### src/design/snlc_pkg.sv
package snlc_pkg;

  // node geometry
  localparam int MAX_NODE_LENGTH = 1024;
  localparam int POS_W           = $clog2(MAX_NODE_LENGTH);
  localparam int MAG_W           = 7;
  localparam int METRIC_W        = 32;
  localparam int NUM_SLOTS       = 4;
  localparam int NUM_CANDS       = 8;
  localparam int CAND_W          = $clog2(NUM_CANDS);
  localparam int SUM_W           = MAG_W + $clog2(NUM_SLOTS);

  localparam logic [MAG_W-1:0]  MAG_MAX   = 7'd127;
  localparam logic [7:0]        LLR_MIN   = 8'h80;
  localparam logic [POS_W-1:0]  POS_LAST  = POS_W'(MAX_NODE_LENGTH - 1);
  localparam logic [CAND_W-1:0] CAND_LAST = CAND_W'(NUM_CANDS - 1);

  // one weak slot
  typedef struct packed {
    logic             valid;
    logic [MAG_W-1:0] mag;
    logic [POS_W-1:0] pos;
  } slot_t;

  // finished node handed to the candidate generator
  typedef struct packed {
    logic                       parity;
    logic [METRIC_W-1:0]        metric;
    slot_t [NUM_SLOTS-1:0]      slots;
  } snap_t;

  // flip masks for even parity, in candidate order
  function automatic logic [NUM_SLOTS-1:0] even_mask(input logic [CAND_W-1:0] idx);
    logic [NUM_SLOTS-1:0] m;
    case (idx)
      3'd0:    m = 4'h0;
      3'd1:    m = 4'h3;
      3'd2:    m = 4'h5;
      3'd3:    m = 4'h9;
      3'd4:    m = 4'h6;
      3'd5:    m = 4'hA;
      3'd6:    m = 4'hC;
      3'd7:    m = 4'hF;
      default: m = 4'h0;
    endcase
    return m;
  endfunction

endpackage

### src/design/snlc_cell.sv
// One slot of the sorted weak list. Takes the new word if it is smaller than
// the held entry, or takes the upstream entry when the insert lands ahead.
module snlc_cell (
  input  logic                        clk,
  input  logic                        rst,
  input  logic                        en,
  input  logic                        clr,
  input  logic [snlc_pkg::MAG_W-1:0]  new_mag,
  input  logic [snlc_pkg::POS_W-1:0]  new_pos,
  input  logic                        prev_lt,
  input  snlc_pkg::slot_t             prev,
  output logic                        lt,
  output snlc_pkg::slot_t             held,
  output snlc_pkg::slot_t             nxt
);

  snlc_pkg::slot_t cur;
  snlc_pkg::slot_t cur_next;

  // strict compare keeps the earlier position ahead on a tie
  assign lt = !cur.valid || (new_mag < cur.mag);

  // held entry moves down to the next slot when the insert lands ahead
  assign held = cur;

  always_comb begin
    if (prev_lt) begin
      nxt = prev;
    end else if (lt) begin
      nxt = '{valid: 1'b1, mag: new_mag, pos: new_pos};
    end else begin
      nxt = cur;
    end
  end

  // node end returns the slot to empty
  always_comb begin
    cur_next = cur;
    if (en) begin
      if (clr) begin
        cur_next = '{valid: 1'b0, mag: snlc_pkg::MAG_MAX, pos: '0};
      end else begin
        cur_next = nxt;
      end
    end
  end

  always_ff @(posedge clk) begin
    if (rst) begin
      cur <= '{valid: 1'b0, mag: snlc_pkg::MAG_MAX, pos: '0};
    end else begin
      cur <= cur_next;
    end
  end

endmodule

### src/design/snlc_emit.sv
// Holds one finished node and walks its eight candidates out, one per word.
module snlc_emit (
  input  logic                           clk,
  input  logic                           rst,
  input  logic                           load,
  input  snlc_pkg::snap_t                snap_in,
  output logic                           load_ok,
  output logic                           out_valid,
  input  logic                           out_stall,
  output logic [snlc_pkg::CAND_W-1:0]    candidate,
  output logic [snlc_pkg::METRIC_W-1:0]  candidate_metric,
  output logic [snlc_pkg::NUM_SLOTS-1:0] flip_mask,
  output logic [snlc_pkg::POS_W-1:0]     weak_pos_a,
  output logic [snlc_pkg::POS_W-1:0]     weak_pos_b,
  output logic [snlc_pkg::POS_W-1:0]     weak_pos_c,
  output logic [snlc_pkg::POS_W-1:0]     weak_pos_d,
  output logic                           parity_odd,
  output logic                           last_candidate
);

  snlc_pkg::snap_t              snap;
  logic                         busy;
  logic [snlc_pkg::CAND_W-1:0]  cnt;
  logic                         out_take;
  logic [snlc_pkg::SUM_W-1:0]   flip_sum;
  logic [snlc_pkg::METRIC_W:0]  diff;

  assign out_take = busy && !out_stall;
  assign load_ok  = !busy || (out_take && (cnt == snlc_pkg::CAND_LAST));

  always_ff @(posedge clk) begin
    if (rst) begin
      busy <= 1'b0;
      cnt  <= '0;
    end else if (load) begin
      busy <= 1'b1;
      cnt  <= '0;
    end else if (out_take) begin
      if (cnt == snlc_pkg::CAND_LAST) begin
        busy <= 1'b0;
      end
      cnt <= cnt + 1'b1;
    end
  end

  always_ff @(posedge clk) begin
    if (load) begin
      snap <= snap_in;
    end
  end

  // mask and flipped magnitude sum
  always_comb begin
    flip_mask = snlc_pkg::even_mask(cnt) ^ {{(snlc_pkg::NUM_SLOTS-1){1'b0}}, snap.parity};
    flip_sum  = '0;
    for (int b = 0; b < snlc_pkg::NUM_SLOTS; b++) begin
      if (flip_mask[b]) begin
        flip_sum = flip_sum + snlc_pkg::SUM_W'(snap.slots[b].mag);
      end
    end
  end

  // metric minus flips, saturated at the low bound
  assign diff = {snap.metric[snlc_pkg::METRIC_W-1], snap.metric}
              - {{(snlc_pkg::METRIC_W+1-snlc_pkg::SUM_W){1'b0}}, flip_sum};

  always_comb begin
    if (diff[snlc_pkg::METRIC_W] != diff[snlc_pkg::METRIC_W-1]) begin
      candidate_metric = {1'b1, {(snlc_pkg::METRIC_W-1){1'b0}}};
    end else begin
      candidate_metric = diff[snlc_pkg::METRIC_W-1:0];
    end
  end

  assign out_valid      = busy;
  assign candidate      = cnt;
  assign weak_pos_a     = snap.slots[0].pos;
  assign weak_pos_b     = snap.slots[1].pos;
  assign weak_pos_c     = snap.slots[2].pos;
  assign weak_pos_d     = snap.slots[3].pos;
  assign parity_odd     = snap.parity;
  assign last_candidate = (cnt == snlc_pkg::CAND_LAST);

endmodule

### src/design/spc_node_list_candidates_unit.sv
// Channel  Handshake              Words
// in       in_valid / in_stall    llr, path_metric, last_llr
// out      out_valid / out_stall  candidate, candidate_metric, flip_mask,
//                                 weak_pos_a..d, parity_odd, last_candidate
//
// One LLR word accepted per cycle unless stalled, updating the four-cell sorted chain.
// A last LLR hands the node to the candidate generator, which sends eight words,
// one per cycle unless stalled, from the cycle after, while the next node streams in.
// A last LLR is stalled only while the previous node still has candidates to send
// (beyond the one leaving this cycle); so nodes of eight or more LLRs run at full rate.
// Synchronous reset empties the slots, parity, position count and output stage.
module spc_node_list_candidates_unit (
  input  logic                           clk,
  input  logic                           rst,
  input  logic                           in_valid,
  output logic                           in_stall,
  input  logic signed [7:0]              llr,
  input  logic signed [snlc_pkg::METRIC_W-1:0] path_metric,
  input  logic                           last_llr,
  output logic                           out_valid,
  input  logic                           out_stall,
  output logic [snlc_pkg::CAND_W-1:0]    candidate,
  output logic signed [snlc_pkg::METRIC_W-1:0] candidate_metric,
  output logic [snlc_pkg::NUM_SLOTS-1:0] flip_mask,
  output logic [snlc_pkg::POS_W-1:0]     weak_pos_a,
  output logic [snlc_pkg::POS_W-1:0]     weak_pos_b,
  output logic [snlc_pkg::POS_W-1:0]     weak_pos_c,
  output logic [snlc_pkg::POS_W-1:0]     weak_pos_d,
  output logic                           parity_odd,
  output logic                           last_candidate
);

  logic                            in_take;
  logic                            load_ok;
  logic                            node_end;
  logic [snlc_pkg::MAG_W-1:0]      mag;
  logic [7:0]                      neg_llr;
  logic                            parity;
  logic [snlc_pkg::POS_W-1:0]      pos_count;
  logic [snlc_pkg::METRIC_W-1:0]   held_metric;
  logic [snlc_pkg::NUM_SLOTS:0]    lt_chain;
  snlc_pkg::slot_t [snlc_pkg::NUM_SLOTS:0] slot_chain;
  snlc_pkg::slot_t [snlc_pkg::NUM_SLOTS-1:0] slot_new;
  snlc_pkg::snap_t                 snap;
  logic [snlc_pkg::CAND_W-1:0]     cand_w;
  logic [snlc_pkg::METRIC_W-1:0]   metric_w;

  assign in_stall = last_llr && !load_ok;
  assign in_take  = in_valid && !in_stall;
  assign node_end = in_take && last_llr;

  // clamp to -127 and take magnitude
  assign neg_llr = -llr;
  always_comb begin
    if (!llr[7]) begin
      mag = llr[snlc_pkg::MAG_W-1:0];
    end else if (llr == snlc_pkg::LLR_MIN) begin
      mag = snlc_pkg::MAG_MAX;
    end else begin
      mag = neg_llr[snlc_pkg::MAG_W-1:0];
    end
  end

  // parity, position count and latched metric
  always_ff @(posedge clk) begin
    if (rst) begin
      parity    <= 1'b0;
      pos_count <= '0;
    end else if (in_take) begin
      if (last_llr) begin
        parity    <= 1'b0;
        pos_count <= '0;
      end else begin
        parity <= parity ^ llr[7];
        if (pos_count != snlc_pkg::POS_LAST) begin
          pos_count <= pos_count + 1'b1;
        end
      end
    end
  end

  always_ff @(posedge clk) begin
    if (rst) begin
      held_metric <= '0;
    end else if (in_take && (pos_count == '0)) begin
      held_metric <= path_metric;
    end
  end

  // sorted chain of weak slots, smallest first; each cell hands its held entry down
  assign lt_chain[0]   = 1'b0;
  assign slot_chain[0] = '0;

  for (genvar k = 0; k < snlc_pkg::NUM_SLOTS; k++) begin : g_cell
    snlc_cell u_cell (
      .clk     (clk),
      .rst     (rst),
      .en      (in_take),
      .clr     (last_llr),
      .new_mag (mag),
      .new_pos (pos_count),
      .prev_lt (lt_chain[k]),
      .prev    (slot_chain[k]),
      .lt      (lt_chain[k+1]),
      .held    (slot_chain[k+1]),
      .nxt     (slot_new[k])
    );
    assign snap.slots[k] = slot_new[k];
  end

  // snapshot includes the final LLR
  assign snap.parity = parity ^ llr[7];
  assign snap.metric = (pos_count == '0) ? path_metric : held_metric;

  snlc_emit u_emit (
    .clk              (clk),
    .rst              (rst),
    .load             (node_end),
    .snap_in          (snap),
    .load_ok          (load_ok),
    .out_valid        (out_valid),
    .out_stall        (out_stall),
    .candidate        (cand_w),
    .candidate_metric (metric_w),
    .flip_mask        (flip_mask),
    .weak_pos_a       (weak_pos_a),
    .weak_pos_b       (weak_pos_b),
    .weak_pos_c       (weak_pos_c),
    .weak_pos_d       (weak_pos_d),
    .parity_odd       (parity_odd),
    .last_candidate   (last_candidate)
  );

  assign candidate        = cand_w;
  assign candidate_metric = metric_w;

endmodule

### config.mk
export PLATFORM = sky130hd
export DESIGN_NAME = spc_node_list_candidates_unit
export DESIGN_NICKNAME = d
export VERILOG_FILES = /design/src/design/snlc_pkg.sv /design/src/design/snlc_cell.sv /design/src/design/snlc_emit.sv /design/src/design/spc_node_list_candidates_unit.sv
export SDC_FILE = /design/constraint.sdc
export NUM_CORES = 1
export LEC_CHECK = 0
export BUFFER_PORTS_ARGS = -buffer_cell sky130_fd_sc_hd__buf_2
export CAP_MARGIN = 20
export CORE_ASPECT_RATIO = 0.6
export CORE_MARGIN = 2
export CORE_UTILIZATION = 67
export CTS_BUF_LIST = sky130_fd_sc_hd__clkbuf_4
export DETAILED_ROUTE_END_ITERATION = 12
export PLACE_DENSITY_LB_ADDON = 0.15
export SLEW_MARGIN = 5
export SYNTH_ARGS = -nofsm -noshare
export SYNTH_HDL_FRONTEND = slang
export SYNTH_HIERARCHICAL = 1
export SYNTH_SLANG_ARGS = --single-unit
export TNS_END_PERCENT = 5
### constraint.sdc
create_clock -name clk -period 19.8 [get_ports clk]
set_input_delay 0 -clock clk [delete_from_list [all_inputs] [get_ports clk]]
set_output_delay 0 -clock clk [all_outputs]
set_load 0.05 [all_outputs]
==> Word-level counts from Yosys, hierarchy flattened <==
Memory sizes are Yosys's and may differ from the RTL's. A register that Yosys moved wholly into a read port is not among the register bits.
Cells that the tools add are included.
{ "word_totals": {"romBits": 32, "elab_cells": 106, "regBits": 220, "mem_count": 1, "output_inout_bits": 83, "input_bits": 45} }
{ "classes": {"order_cmp": 4, "n_mux": 27, "bitwise": 2, "reduce_logical": 34, "n_eq_ne": 4, "n_addsub": 7} }
{ "memory_table": {"columns": ["name", "words", "word_bits", "rd", "rd_clocked_by_memory_dff", "write_ports", "line", "rtl"], "rows": [
  ["(no name shown)", 8, 4, 1, 1, 0, "snlc_pkg.sv:35", "case (idx)"]
]} }
{ "op_table": {"columns": ["cell", "n"], "rows": [
  ["2-to-1 mux 18 bit", 11],
  ["2-to-1 mux 32 bit", 2],
  ["subtractor 32 x 10 -> 33 bit", 1],
  ["< comparator 7 bit", 4],
  ["2-to-1 mux 9 bit", 3],
  ["2-to-1 mux 7 bit", 3],
  ["2-to-1 mux 10 bit", 2],
  ["adder 9 x 7 -> 9 bit", 2],
  ["AND reduction 2 bit", 6],
  ["adder 10 x 1 -> 10 bit, second input constant", 1],
  ["logical NOT 10 bit", 1],
  ["!= test 10 bit, second input constant", 1],
  ["nonzero test 3 bit", 3],
  ["adder 7 x 7 -> 8 bit", 1],
  ["== test 8 bit, second input constant", 1],
  ["logical NOT 1 bit", 8],
  ["nonzero test 2 bit", 4],
  ["negation 7 bit", 1],
  ["logical AND 1 bit", 6],
  ["2-to-1 mux 3 bit", 2],
  ["logical OR 1 bit", 5],
  ["2-to-1 mux 1 bit", 4],
  ["XOR 4 x 1 -> 4 bit", 1],
  ["adder 3 x 1 -> 3 bit, second input constant", 1],
  ["4 further kinds", 4]
]} }

==> Logic depth before layout (Yosys ltp) <==
{ "depth": {"ltp_word": 11, "ltp_mapped": 39, "mapped_depth_nobuf": 35} }

==> By module <==
Netlist, hierarchy kept.
{ "by_module_without_submodules": {"columns": ["mod", "seq_area_each_um2", "cells_per_inst", "area_per_inst_um2", "n_inst"], "rows": [
  ["snlc_emit", 3193.1, 535, 6117.1, 1],
  ["snlc_cell", 360.3, 161, 1313.8, 4],
  ["spc_node_list_candidates_unit", 860.8, 365, 2463.6, 1]
]} }

==> Worst setup path after synthesis <==
Ideal clock, no wire load.
{ "synth_path": {"path_type": "flip-flop to output port", "start": "register u_emit.snap (netlist bit u_emit/parity_odd)", "end": "output port candidate_metric[16] (netlist name)", "path_buffers": 4, "t_required_ns": 19.800, "stages_incl_launch_ff": 39, "arrival_time_ns": 9.253, "path_slack_ns": 10.547, "cell_sequence": "edfxtp_1 -> xnor2_1 -> inv_1 -> clkbuf_1 -> and2_1 -> ha_1 -> inv_1 -> fa_1 -> inv_1 -> maj3_1 -> a221oi_2 -> xnor2_1 -> nand2_1 -> o21ai_0 -> ha_1 -> and3_1 -> a221oi_1 -> xor2_1 -> (+3 left out) -> o211a_1 -> o31ai_1 -> a31oi_1 -> nand3_1 -> xnor2_1 -> a22oi_1 -> ha_1 -> nor4_2 -> nand3_1 -> nor3_1 -> nand2b_1 -> clkbuf_1 -> or3b_1 -> nor2b_1 -> ha_1 -> clkbuf_1 -> clkbuf_1 -> nor4_1"} }
{ "synth_via": {"elab_chain_cells": 11} }
{ "synth_lines": {"columns": ["item", "line", "rtl"], "rows": [
  ["from (decl)", "snlc_emit.sv:21", "snlc_pkg::snap_t snap;"],
  ["from (signal assigned)", "snlc_emit.sv:48", "snap <= snap_in;"],
  ["XOR 4 x 1 -> 4 bit *", "snlc_emit.sv:54", "flip_mask = snlc_pkg::even_mask(cnt) ^ {{(snlc_pkg::NUM_SLOTS-1){1'b0}}, snap.parity};"],
  ["via flip_mask, one bit", "spc_node_list_candidates_unit.sv:24", "output logic [snlc_pkg::NUM_SLOTS-1:0] flip_mask,"],
  ["2-to-1 mux 7 bit *", "snlc_emit.sv:57", "if (flip_mask[b]) begin"],
  ["adder 7 x 7 -> 8 bit", "snlc_emit.sv:58", "flip_sum = flip_sum + snlc_pkg::SUM_W'(snap.slots[b].mag);"],
  ["2-to-1 mux 9 bit *", "snlc_emit.sv:57", null],
  ["adder 9 x 7 -> 9 bit", "snlc_emit.sv:58", null],
  ["2-to-1 mux 9 bit *", "snlc_emit.sv:57", null],
  ["adder 9 x 7 -> 9 bit", "snlc_emit.sv:58", null],
  ["2-to-1 mux 9 bit *", "snlc_emit.sv:57", null],
  ["subtractor 32 x 10 -> 33 bit *", "snlc_emit.sv:65", "- {{(snlc_pkg::METRIC_W+1-snlc_pkg::SUM_W){1'b0}}, flip_sum};"],
  ["!= test 1 bit", "snlc_emit.sv:68", "if (diff[snlc_pkg::METRIC_W] != diff[snlc_pkg::METRIC_W-1]) begin"],
  ["2-to-1 mux 32 bit *", "snlc_emit.sv:68", null],
  ["to (decl)", "spc_node_list_candidates_unit.sv:23", "output logic signed [snlc_pkg::METRIC_W-1:0] candidate_metric,"]
]} }
Mark *: on every way through the listed nets, which the timed path passes. The rest lies on a longest branch.

==> Worst setup path after layout <==
{ "layout_path": {"start": "register u_emit.snap (netlist bit u_emit/parity_odd)", "end": "output port candidate_metric[13] (netlist name)"} }
{ "layout_via": {"elab_chain_cells": 11} }
{ "layout_lines": {"columns": ["item", "line"], "rows": [
  ["XOR 4 x 1 -> 4 bit *", "snlc_emit.sv:54"],
  ["2-to-1 mux 7 bit *", "snlc_emit.sv:57"],
  ["adder 7 x 7 -> 8 bit", "snlc_emit.sv:58"],
  ["2-to-1 mux 9 bit *", "snlc_emit.sv:57"],
  ["adder 9 x 7 -> 9 bit", "snlc_emit.sv:58"],
  ["2-to-1 mux 9 bit *", "snlc_emit.sv:57"],
  ["adder 9 x 7 -> 9 bit", "snlc_emit.sv:58"],
  ["2-to-1 mux 9 bit *", "snlc_emit.sv:57"],
  ["subtractor 32 x 10 -> 33 bit *", "snlc_emit.sv:65"],
  ["!= test 1 bit", "snlc_emit.sv:68"],
  ["2-to-1 mux 32 bit *", "snlc_emit.sv:68"]
]} }
Every way passes the cells marked *; elsewhere a longest branch is shown, timed or not.

==> results.py <==
metrics = {
    "timing": {
        "finClkSkew_ns": 0.0308,
        "fin_crit_ns": 9.64,
        "maxSlewViolCount": 0,
        "worst_pin_slew_ns": 1.08,
        "fin_setup_tns_ns": 0,
        "rsz0062_at_grt": "no",
        "maxSlewHeadroom": 0.276,
        "hold_ws_ns": 0.158,
        "fmaxAchievable_mhz": 104,
        "setup_viol": 0,
        "fin_crit_sh": 0.487,
        "hold_viol_final": 0,
    },
    "synth": {
        "synth.avg_cell_area_um2": 8.96,
        "ys_async_sr_fraction": 0,
        "synth_top_cell_by_area": "edfxtp_1",
        "ys.warnings.count": 6,
        "synth-seq-cells": 224,
        "synth_common_cells": "184 x nand2_1, 161 x a21oi_1, 123 x dfxtp_1, 115 x nor2_1, 101 x edfxtp_1",
        "netlist_area_mm2": 0.0138,
        "synth_most_common_cell": "nand2_1",
        "syn_inst": 1544,
        "synth_edf_count": 101,
        "synth.distinct_cells": 82,
        "synth_top_area_frac": 0.219,
        "synthTopCellsByArea": "edfxtp_1 22%, dfxtp_1 18%, a21oi_1 5.8%, ha_1 5.5%, mux2i_1 5.3%",
        "ys_seq_area_frac": 0.397,
        "ys.flop_type": "dfxtp_1",
    },
    "power": {
        "power.leakage_nw": 6.91,
        "switching_power_mw": 0.358,
        "max-vdd-ir-drop_mv": 0.0505,
        "pwr-share-clk": 0.349,
        "swShare": 0.315,
        "sequentialPowerShare": 0.452,
        "powerDensity_mw_per_mm2": 72.5,
        "power_frac_comb": 0.199,
        "intPower_mw": 0.778,
    },
    "grt": {
        "grt_overflow": 0,
        "grt_usage": 0.347,
        "grt_pass1_wl_um": 60000,
        "antenna_found_initial": 1,
        "grt_start_max_net_pins": 70,
        "grt_pass1_vias": 11438,
    },
    "setup_path": {
        "critPathLaunchType": "flop",
        "crit_required_ns": 19.80,
        "cpMaxStageDelayCell": "ha_1",
        "crit_path_frequent_cell": "ha_1",
        "cp-end-kind": "primary output",
        "cp_data_arrival_time_ns": 9.64,
        "reg2reg_depth": 15,
        "cp_max_fo": 35,
        "critPathMaxStageDelay_ns": 0.94,
        "critPathKind": "reg -> out",
    },
    "placed_design": {
        "port_buffers": 127,
        "dp_cells": 1868,
        "place.gp.congestion": 0.946,
        "hpwl_um": 25400,
    },
    "floorplan": {
        "die-area_mm2": 0.0219,
        "die_w_um": 190,
        "start_util": 0.688,
        "ioPinCount": 128,
        "die_h_um": 115,
        "row_count": 40,
        "core_area_mm2": 0.0201,
    },
    "finish": {
        "diodes": 0,
        "final_nets": 1827,
        "postLayoutCoreUtil": 0.779,
        "seqCellArea_mm2": 0.00550,
        "multi_input_area_mm2": 0.00747,
        "layout.cells.non_filler": 2033,
        "synthToLayoutAreaGrowth_pct": 13.3,
        "nFillCells": 1444,
        "layout-drive-gt1-share": 0.169,
    },
    "worst_hold_path": {
        "hp-class": "in -> reg",
        "hold_depth": 4,
    },
    "drt": {
        "vias": 12545,
        "first_pass_iters": 5,
        "wl_per_cell_um": 18.8,
        "drt_iter0_markers": 1556,
        "postRouteWirelength_um": 38200,
        "vias_per_cell": 6.17,
        "drt.antenna.violating_nets": 0,
        "drc": 0,
    },
    "clock_network": {
        "htree_levels": 2,
        "numCtsBuffers": 53,
        "clk_latency_ns": 0.67,
        "cts_setup_buffers": 0,
        "clockBufferDepth": 3,
        "clk_pin_slew_ns": 0.08,
        "cts.sinks": 224,
        "cts_root_buf": "clkbuf_4",
        "cts_tree": "yes",
    },
    "run_status": {
        "status": "finished clean",
    },
    "flow_run": {
        "maxCapViolations": 0,
    },
}
## per-stage QoR
stage | cell area [µm²] | worst slack, ns | total power [mW]
2_1_floorplan | 14000 | 10.55 | 0.683
3_3_place_gp | 14300 | 11.41 | 0.723
3_5_place_dp | 14300 | 11.00 | 0.729
4_1_cts | 15700 | 10.25 | 1.13
5_1_grt | 15700 | 9.41 | 1.18
6_report | 15700 | 10.16 | 1.14
## cells by family (layout without fill, tap and decap cells)
logic type	count (synthesis)	after routing	share of synthesized area
AND/OR/NAND/NOR	545	545	0.197
AO/OA/AOI/OAI	411	411	0.194
XOR/XNOR	26	26	0.0165
multiplexers	81	81	0.0593
flip-flops	224	224	0.397
other	1	33	0.000271
adder cells (fa/ha/maj)	68	68	0.0631
buffers and inverters	188	372	0.0724
## cell usage in the layout, fill, tap and decap left out, types with 61 or more instances in the layout
master,count
dlygate4sd3_1,66
edfxtp_1,101
a21oi_1,161
nand2_1,184
buf_2,126
ha_1,61
dfxtp_1,123
inv_1,62
o21ai_0,61
nor2_1,114
clkbuf_4,83
mux2i_1,73
## critical path: cells and delay by family (launching register included)
family	cells	cell delay [ns]
fa+ha+maj	7	2.67
compound gates	9	1.72
flops	1	0.42
simple gates	11	2.31
mux	1	0.30
xor+xnor	4	0.92
buf+inv	4	0.62
## power by group through the flow
stage | sequential (mW) | clock, mW | combinational (mW)
detailed placement | 0.523 | 0 | 0.206
finish | 0.513 | 0.397 | 0.226
global route | 0.515 | 0.424 | 0.243
CTS | 0.512 | 0.399 | 0.218
floorplan | 0.521 | 0 | 0.161
global placement | 0.522 | 0 | 0.201
## sequential cells by signal, indices dropped and copies added, names as in the netlist, named ones only
name,cells
u_emit/snap,60
u_emit/parity_odd,1
pos_count,10
parity,1
u_emit/weak_pos_b,10
g_cell.u_cell/held,72
held_metric,32
u_emit/out_valid,1
u_emit/flip_mask,3
u_emit/candidate,3
u_emit/weak_pos_c,10
u_emit/weak_pos_a,10
u_emit/weak_pos_d,10
## routing by layer
metal,wire length (µm),up-vias,track usage
met4,855,0,0.0997
met1,17100,5854,0.532
met5,0,-,0
met3,4580,79,0.0684
met2,15700,749,0.495
li1,-,5863,-
## final timing paths
path	from	end	slack (ns)
setup / recovery	u_emit/parity_odd	candidate_metric[13]	10.16
hold / removal	path_metric[2]	u_emit/snap[74]	0.16
setup reg to reg	u_emit/candidate[0]	flop	16.00
hold reg to reg	held_metric[20]	held_metric[20]	0.48
## layout make-up
cell class                      instances  area share
Clock inverter                         15     0.00543
Timing Repair Buffer                  206      0.0899
Clock buffer                           83      0.0397
Multi-Input combinational cell       1164       0.476
Tap cell                              273      0.0218
Inverter                               68      0.0163
Sequential cell                       224       0.351
## repair_timing
item,CTS,global route
gates resized for setup,0,0
hold endpoints to repair,84,0
hold buffers,66,0
endpoints found under the setup margin,0,0
No activity file was read; power rests on OpenSTA's default activity.
